===== config.mk =====
export PLATFORM = sky130hd
export DESIGN_NAME = priority_job_queue
export DESIGN_NICKNAME = d
export VERILOG_FILES = /design/src/rtl/core/pjq_pkg.sv /design/src/rtl/core/priority_job_queue.sv /design/src/rtl/core/pjq_mem.sv
export SDC_FILE = /design/constraint.sdc
export NUM_CORES = 2
export LEC_CHECK = 0
export ABC_AREA = 0
export BUFFER_PORTS_ARGS = -buffer_cell sky130_fd_sc_hd__buf_2
export CAP_MARGIN = 20
export CELL_PAD_IN_SITES_DETAIL_PLACEMENT = 0
export CELL_PAD_IN_SITES_GLOBAL_PLACEMENT = 1
export CORE_ASPECT_RATIO = 1.4
export CORE_MARGIN = 5
export CORE_UTILIZATION = 45
export CTS_CLUSTER_SIZE = 16
export DETAILED_ROUTE_END_ITERATION = 8
export PLACE_DENSITY = 0.68
export SYNTH_ARGS = -nofsm -noshare
export SYNTH_HDL_FRONTEND = slang
export SYNTH_SLANG_ARGS = --single-unit

===== constraint.sdc =====
create_clock -name clk -period 12.3 [get_ports clk]
set_input_delay 1.23 -clock clk [delete_from_list [all_inputs] [get_ports clk]]
set_output_delay 1.23 -clock clk [all_outputs]
set_load 0.02 [all_outputs]

===== src/rtl/core/pjq_pkg.sv =====
// pjq_pkg: constants and types for the priority job queue.
// No dependencies.
package pjq_pkg;
  localparam int DEPTH_DEFAULT = 16;
  localparam int PRIO_W = 15;
  localparam int STAMP_W = 32;
  localparam int IDENT_W = 32;
  localparam int OCC_W = 5;
  localparam logic [15:0] PRIO_MAX = 16'd32767;

  typedef enum logic [1:0] {
    ST_OK = 2'd0, ST_BADPRIO = 2'd1, ST_FULL = 2'd2, ST_EMPTY = 2'd3
  } status_t;

  typedef enum logic {OP_PUSH = 1'b0, OP_POP = 1'b1} op_t;

  typedef enum logic [2:0] {
    S_IDLE, S_SCAN, S_SHIFT, S_DONE
  } state_t;

  typedef struct packed {
    logic [PRIO_W-1:0]  prio;
    logic [STAMP_W-1:0] stamp;
    logic [IDENT_W-1:0] ident;
  } job_t;

  // a (earlier slot) is served before b
  function automatic logic beats(job_t a, job_t b);
    logic r;
    if (a.prio != b.prio) r = a.prio > b.prio;
    else r = a.stamp <= b.stamp;
    return r;
  endfunction
endpackage


===== src/rtl/core/priority_job_queue.sv =====
// priority_job_queue: bounded priority queue of jobs with FIFO tie-break.
// Input channel in_valid/in_stall carries op, job_priority, job_stamp and
// job_ident. A push appends the job to slot count of a one-port-read memory
// (jobs kept in arrival order). A pop scans slots 0..count-1 one read per
// cycle to find the best job (highest priority, then smallest stamp, then
// earliest slot), then closes the gap by copying each later slot down one,
// again one memory read per cycle.
// Output channel out_valid/out_stall returns one transaction per input:
// status, popped job fields (zero unless a pop succeeded) and occupancy.
// A push or any error goes through S_DONE before out_valid rises. A pop
// scans the queued jobs in S_SCAN, compacts the slots after the winner in
// S_SHIFT, then finishes through S_DONE.
// One transaction is in flight at a time; in_stall is high while busy, so
// the next transaction can be taken while out_valid is high, if out_stall is low.
// The result sits in an output register; while out_stall is high it holds
// and no new input transaction is accepted.
// Reset (rst, synchronous) empties the queue; memory contents are left
// as they are, since only slots below the count are ever read.
module priority_job_queue #(
  parameter int DEPTH = pjq_pkg::DEPTH_DEFAULT,
  localparam int AW = $clog2(DEPTH),
  localparam int CW = $clog2(DEPTH + 1)
) (
  input  logic        clk,
  input  logic        rst,
  input  logic        in_valid,
  output logic        in_stall,
  input  logic        op,
  input  logic [15:0] job_priority,
  input  logic [31:0] job_stamp,
  input  logic [31:0] job_ident,
  output logic        out_valid,
  input  logic        out_stall,
  output logic [1:0]  status,
  output logic [31:0] out_ident,
  output logic [14:0] out_priority,
  output logic [31:0] out_stamp,
  output logic [4:0]  occupancy
);
  pjq_pkg::state_t state, state_next;
  logic [CW-1:0] count, count_next;
  logic [CW-1:0] idx, idx_next;      // read address counter
  logic [AW-1:0] best, best_next;
  pjq_pkg::job_t best_job, best_job_next;
  logic          rd_pend, rd_pend_next; // read issued last cycle
  logic [CW-1:0] rd_idx, rd_idx_next;   // slot that rdata belongs to
  logic          out_valid_next;
  pjq_pkg::status_t st_next;
  pjq_pkg::job_t res_job_next;

  logic          we;
  logic [AW-1:0] waddr, raddr;
  pjq_pkg::job_t wdata, rdata;
  logic          accept;

  pjq_mem #(.DEPTH(DEPTH)) u_mem (
    .clk(clk), .we(we), .waddr(waddr), .wdata(wdata),
    .raddr(raddr), .rdata(rdata)
  );

  assign in_stall = (state != pjq_pkg::S_IDLE) || (out_valid && out_stall);
  assign accept   = in_valid && !in_stall;

  always_comb begin
    state_next    = state;
    count_next    = count;
    idx_next      = idx;
    best_next     = best;
    best_job_next = best_job;
    rd_pend_next  = 1'b0;
    rd_idx_next   = rd_idx;
    out_valid_next = out_valid && out_stall;
    st_next       = pjq_pkg::status_t'(status);
    res_job_next  = '{prio: out_priority, stamp: out_stamp, ident: out_ident};
    we    = 1'b0;
    waddr = count[AW-1:0];
    wdata = '{prio: job_priority[14:0], stamp: job_stamp, ident: job_ident};
    raddr = idx[AW-1:0];
    unique case (state)
      pjq_pkg::S_IDLE: begin
        if (accept) begin
          res_job_next = '0;
          state_next   = pjq_pkg::S_DONE;
          if (pjq_pkg::op_t'(op) == pjq_pkg::OP_PUSH) begin
            if (job_priority > pjq_pkg::PRIO_MAX) st_next = pjq_pkg::ST_BADPRIO;
            else if (count >= CW'(DEPTH)) st_next = pjq_pkg::ST_FULL;
            else begin
              st_next    = pjq_pkg::ST_OK;
              we         = 1'b1;
              count_next = count + 1'b1;
            end
          end else if (count == '0) begin
            st_next = pjq_pkg::ST_EMPTY;
          end else begin
            st_next      = pjq_pkg::ST_OK;
            raddr        = '0;
            rd_pend_next = 1'b1;
            rd_idx_next  = '0;
            idx_next     = CW'(1);
            state_next   = pjq_pkg::S_SCAN;
          end
        end
      end
      pjq_pkg::S_SCAN: begin
        // compare the slot that came back, issue the next read
        if (rd_pend) begin
          if (rd_idx == '0 || !pjq_pkg::beats(best_job, rdata)) begin
            best_job_next = rdata;
            best_next     = rd_idx[AW-1:0];
          end
        end
        if (idx < count) begin
          rd_pend_next = 1'b1;
          rd_idx_next  = idx;
          idx_next     = idx + 1'b1;
        end else if (!rd_pend) begin
          // scan done: start compaction at best+1
          res_job_next = best_job;
          idx_next     = CW'(best) + 1'b1;
          raddr        = AW'(CW'(best) + 1'b1);
          state_next   = pjq_pkg::S_SHIFT;
          if (CW'(best) + 1'b1 < count) begin
            rd_pend_next = 1'b1;
            rd_idx_next  = CW'(best) + 1'b1;
            idx_next     = CW'(best) + 2'd2;
          end
        end
      end
      pjq_pkg::S_SHIFT: begin
        if (rd_pend) begin
          we    = 1'b1;
          waddr = AW'(rd_idx - 1'b1);
          wdata = rdata;
        end
        if (idx < count) begin
          rd_pend_next = 1'b1;
          rd_idx_next  = idx;
          idx_next     = idx + 1'b1;
        end else if (!rd_pend) begin
          count_next = count - 1'b1;
          state_next = pjq_pkg::S_DONE;
        end
      end
      pjq_pkg::S_DONE: begin
        out_valid_next = 1'b1;
        state_next     = pjq_pkg::S_IDLE;
      end
      default: state_next = pjq_pkg::S_IDLE;
    endcase
  end

  always_ff @(posedge clk) begin
    if (rst) begin
      state     <= pjq_pkg::S_IDLE;
      count     <= '0;
      out_valid <= 1'b0;
      rd_pend   <= 1'b0;
    end else begin
      state     <= state_next;
      count     <= count_next;
      out_valid <= out_valid_next;
      rd_pend   <= rd_pend_next;
    end
  end

  always_ff @(posedge clk) begin
    idx      <= idx_next;
    best     <= best_next;
    best_job <= best_job_next;
    rd_idx   <= rd_idx_next;
    if (!(out_valid && out_stall)) begin
      status       <= st_next;
      out_priority <= res_job_next.prio;
      out_stamp    <= res_job_next.stamp;
      out_ident    <= res_job_next.ident;
      occupancy    <= 5'(count_next);
    end
  end
endmodule


===== src/rtl/core/pjq_mem.sv =====
// pjq_mem: job store, one write port and one registered read port.
// Depends on pjq_pkg.
module pjq_mem #(
  parameter int DEPTH = pjq_pkg::DEPTH_DEFAULT,
  localparam int AW = $clog2(DEPTH)
) (
  input  logic           clk,
  input  logic           we,
  input  logic [AW-1:0]  waddr,
  input  pjq_pkg::job_t  wdata,
  input  logic [AW-1:0]  raddr,
  output pjq_pkg::job_t  rdata
);
  pjq_pkg::job_t mem [DEPTH];

  always_ff @(posedge clk) begin
    if (we) mem[waddr] <= wdata;
    rdata <= mem[raddr];
  end
endmodule


==> results by group <==
GRT
  – Vias in the first global route: 35400
  – Grt ovf: 0
  – Largest net degree at the start of global routing: 204
  – Initial antenna violation count: 8
  – GRT Overall Usage: 0.216
  – First-pass GRT wire length: 232 mm

Pwr
  – Power Density: 255 nW/um2
  – Leak: 24.7 nW
  – Clock power frac: 0.261
  – Switching component of the power: 6.48 mW
  – VDD IR-drop max: 0.000298 V
  – Comb power frac: 0.359
  – Int Pwr: 10.9 mW
  – Sequential share of power: 0.380
  – PnR Total Power: 17.4 mW
  – Sw frac: 0.373

Clock network
  – Post-CTS Hold Buffers: 0
  – Post-CTS Resized: 0
  – CTS Buf Count: 148
  – CTS tree: done
  – Number of setup buffers added after CTS: 0
  – CTS sink cnt: 1531
  – Clock Path Buffers: 3
  – Htree depth: 4
  – Root buffer cell: clkbuf_16
  – Clk_lat worst skew: 0.78 ns
  – Clk slew on worst S/H paths: 0.06 ns

Die
  – Rows: 159
  – Starting Density: 0.452
  – Ports: 173
  – Die height: 443 um
  – Core box area: 134000 um2
  – Die W: 320 um
  – Total die area: 142000 um2

Yosys
  – Synth warn: 0
  – Register area share after synthesis: 0.747
  – Netlist Area Pre-Place: 60400 um2
  – Post-Syn Nets: 4535
  – Library cells used by synthesis: 56
  – Post-Synthesis Cells: 4383
  – Post-synthesis async set-or-reset flop share: 0
  – Flops & latches, synth: 1531
  – Primary FF master, synth: edfxtp_1
  – Syn_area_per_cell: 13.8 um2
  – Post-synth EDFFs: 1443

Setup path
  – Worst EP required: 12.93 ns
  – Worst-path cell chain: ha_1 -> a21oi_1 -> o21ai_1 -> a21o_1 -> a31oi_1 -> and2_4 -> buf_4 -> buf_4 -> nand3_1 -> and3_1 -> or4_1
  – CP Launch Type: flop
  – WP depth: 11
  – Worst Reg2Reg Path Length in Cells: 11
  – Slowest CP cell: buf_4
  – CP peak stage delay: 0.92 ns
  – Largest fanout on the critical path: 92
  – Setup crit end kind: flop
  – WS Path Type: flop to flop
  – Most frequent CP cell: buf_4
  – Worst path bufs/invs: 2
  – CP top delay family: buffers and inverters
  – Critical path arrival: 6.30 ns

Routing
  – DRT antenna net count: 0
  – Total number of vias: 36000
  – DR WL met2: 78.7 mm
  – Number of iterations in the first detailed-routing pass: 6
  – Remaining DRCs: 0
  – Met3 wire len: 9.26 mm
  – Met1 wire length: 65.0 mm
  – Top Metal Used: met4
  – Vias/cell: 5.59
  – Routed WL: 157 mm
  – Wire length per cell: 24.3 um
  – Initial DRC Count: 3350

STA
  – Slew Limit Fails: 0
  – Slew @ Worst Pin: 1.20 ns
  – Final min period: 5.68 ns
  – TNS Setup: 0 ns
  – Final period utilization: 0.461
  – Achievable Freq: 0.176 GHz
  – Rel. slew slack: 0.200
  – Number of setup violations in the final report: 0
  – Fin Clk Skew: 0.0235 ns
  – RSZ-0062 raised after global routing: false
  – Final Hold Viols: 0

Run
  – Max Cap Violations: 0

Layout
  – Non-Filler Instances: 6441
  – Layout cell share with drive strength beyond 1: 0.121
  – Post-route cell area: 68200 um2
  – Layout Nets: 4694
  – Area Growth Syn to Fin: 12.9%
  – Fillers: 11400
  – Layout Utilization: 0.510

Placed design
  – Area after DPL: 63300 um2
  – Post-detail-place hpwl: 81.0 mm
  – Dpl cells: 6159
  – Number of port buffers: 172
  – Gpl congestion: 0.778

Status
  – Status: completed

Hold path
  – Worst min path class: flop to flop
  – Hold Path Depth: 0
cell usage in the layout (no fill, tap or decap), types with 17 or more instances in the layout:
cell type     n
nor2_4       17
clkbuf_1     43
a21oi_1     106
ha_1         66
mux2i_1      84
edfxtp_1   1443
clkbuf_16   152
nor2_1       23
nand2_1    1106
and2_1       82
nand3_1     321
buf_4        98
o21ai_0      57
or4_1        80
a221oi_1     82
and3_1      241
buf_2       172
mux2_2       36
nor2b_1      19
clkinv_2     24
a311oi_1     80
dfxtp_1      88
inv_1        64
kinds of logic (layout without fill, tap and decap cells):
family / Yosys count / after routing / synth area share
compound gates: 391 / 391 / 0.0453
fa+ha+maj: 67 / 67 / 0.0139
xor+xnor: 9 / 9 / 0.00131
other cells: 0 / 3 / 0
flops: 1531 / 1531 / 0.747
simple gates: 1931 / 1931 / 0.148
buf+inv: 334 / 618 / 0.0245
mux: 120 / 120 / 0.0206
cells in the mapped netlist (2+ instances only):
cell | number | area (um2)
a21o_1 | 12 | 90.1
a311oi_1 | 80 | 701
nand2_1 | 1109 | 4160
a22oi_1 | 5 | 37.5
nor2_1 | 39 | 146
mux2i_1 | 84 | 841
nor2b_1 | 19 | 119
inv_1 | 64 | 240
edfxtp_1 | 1443 | 43300
and2_1 | 84 | 526
o21a_1 | 7 | 52.6
xor2_1 | 2 | 17.5
a221oi_1 | 82 | 718
a2bb2oi_1 | 2 | 17.5
a31oi_1 | 4 | 25.0
xnor2_1 | 7 | 61.3
a21oi_1 | 106 | 531
a32o_1 | 3 | 30.0
buf_1 | 19 | 71.3
nand2b_1 | 6 | 37.5
or4_1 | 80 | 601
o21ai_0 | 64 | 320
buf_2 | 86 | 430
and3_1 | 241 | 1510
clkbuf_1 | 149 | 559
nand3_1 | 321 | 1610
a21boi_0 | 3 | 22.5
ha_1 | 67 | 838
a211oi_1 | 6 | 45.0
buf_6 | 15 | 169
dfxtp_1 | 88 | 1760
nor4_1 | 5 | 31.3
nor3_1 | 8 | 40.0
o22ai_1 | 3 | 18.8
o211ai_1 | 2 | 15.0
mux2_2 | 36 | 405
nand4_1 | 12 | 75.1
a41oi_1 | 2 | 17.5
power groups by stage:
stage                     clock network [mW]  logic, mW  registers [mW]
after floorplan                            0       4.26            6.73
after global placement                     0       6.26            6.70
after detailed placement                   0       6.31            6.70
after CTS                               4.63       6.33            6.59
after global routing                    4.86       6.88            6.62
final                                   4.54       6.23            6.59
worst register-to-register path, cell delays in order (launching register included):
cell and delay, ns:
edfxtp_1 0.64, ha_1 0.34, a21oi_1 0.12, o21ai_1 0.16, a21o_1 0.33, a31oi_1 0.36
and2_4 0.77, buf_4 0.96, buf_4 0.95, nand3_1 0.22, and3_1 0.22, or4_1 0.47
per-stage QoR:
stage	setup slack [ns]	hold slack (ns)
after floorplan	4.28	0.403
after global placement	6.46	0.412
after detailed placement	6.38	0.414
after CTS	6.65	0.429
after global routing	6.27	0.440
final	6.62	0.431
sequential cells by signal (all words and copies together) (netlist names), 2 cells and up:
signal        flops
best_job         79
status            2
rd_idx            5
occupancy         5
best              4
u_mem.mem      1264
idx               5
out_priority     15
u_mem.rdata      79
out_stamp        32
state             2
count             5
out_ident        32
routing by layer:
metal  GRT usage  vias up
met4      0.0600        0
li1            -    16500
met1       0.289    18200
met2       0.370     1092
met5           0        -
met3      0.0340      225
worst paths after layout:
kind / endpoint / slack, ns / start
min reg2reg: best_job[33]$_DFFE_PP_ / 0.43 / u_mem.rdata[33]$_DFF_P_
max reg2reg: u_mem.rdata[24]$_DFF_P_ / 6.62 / idx[2]$_DFFE_PP_
max: u_mem.rdata[24]$_DFF_P_ / 6.62 / idx[2]$_DFFE_PP_
min: best_job[33]$_DFFE_PP_ / 0.43 / u_mem.rdata[33]$_DFF_P_
cell type report:
class                           count  area, um2  area share
Sequential cell                  1531      45100       0.661
Multi-Input combinational cell   2518      14000       0.206
Clock buffer                      208       4140      0.0608
Tap cell                         1771       2220      0.0325
Timing Repair Buffer              279       1770      0.0259
Clock inverter                     67        698      0.0102
Inverter                           64        240     0.00352
Antenna cell                        3       7.51    0.000110
Power figures use the tool's default switching activity.
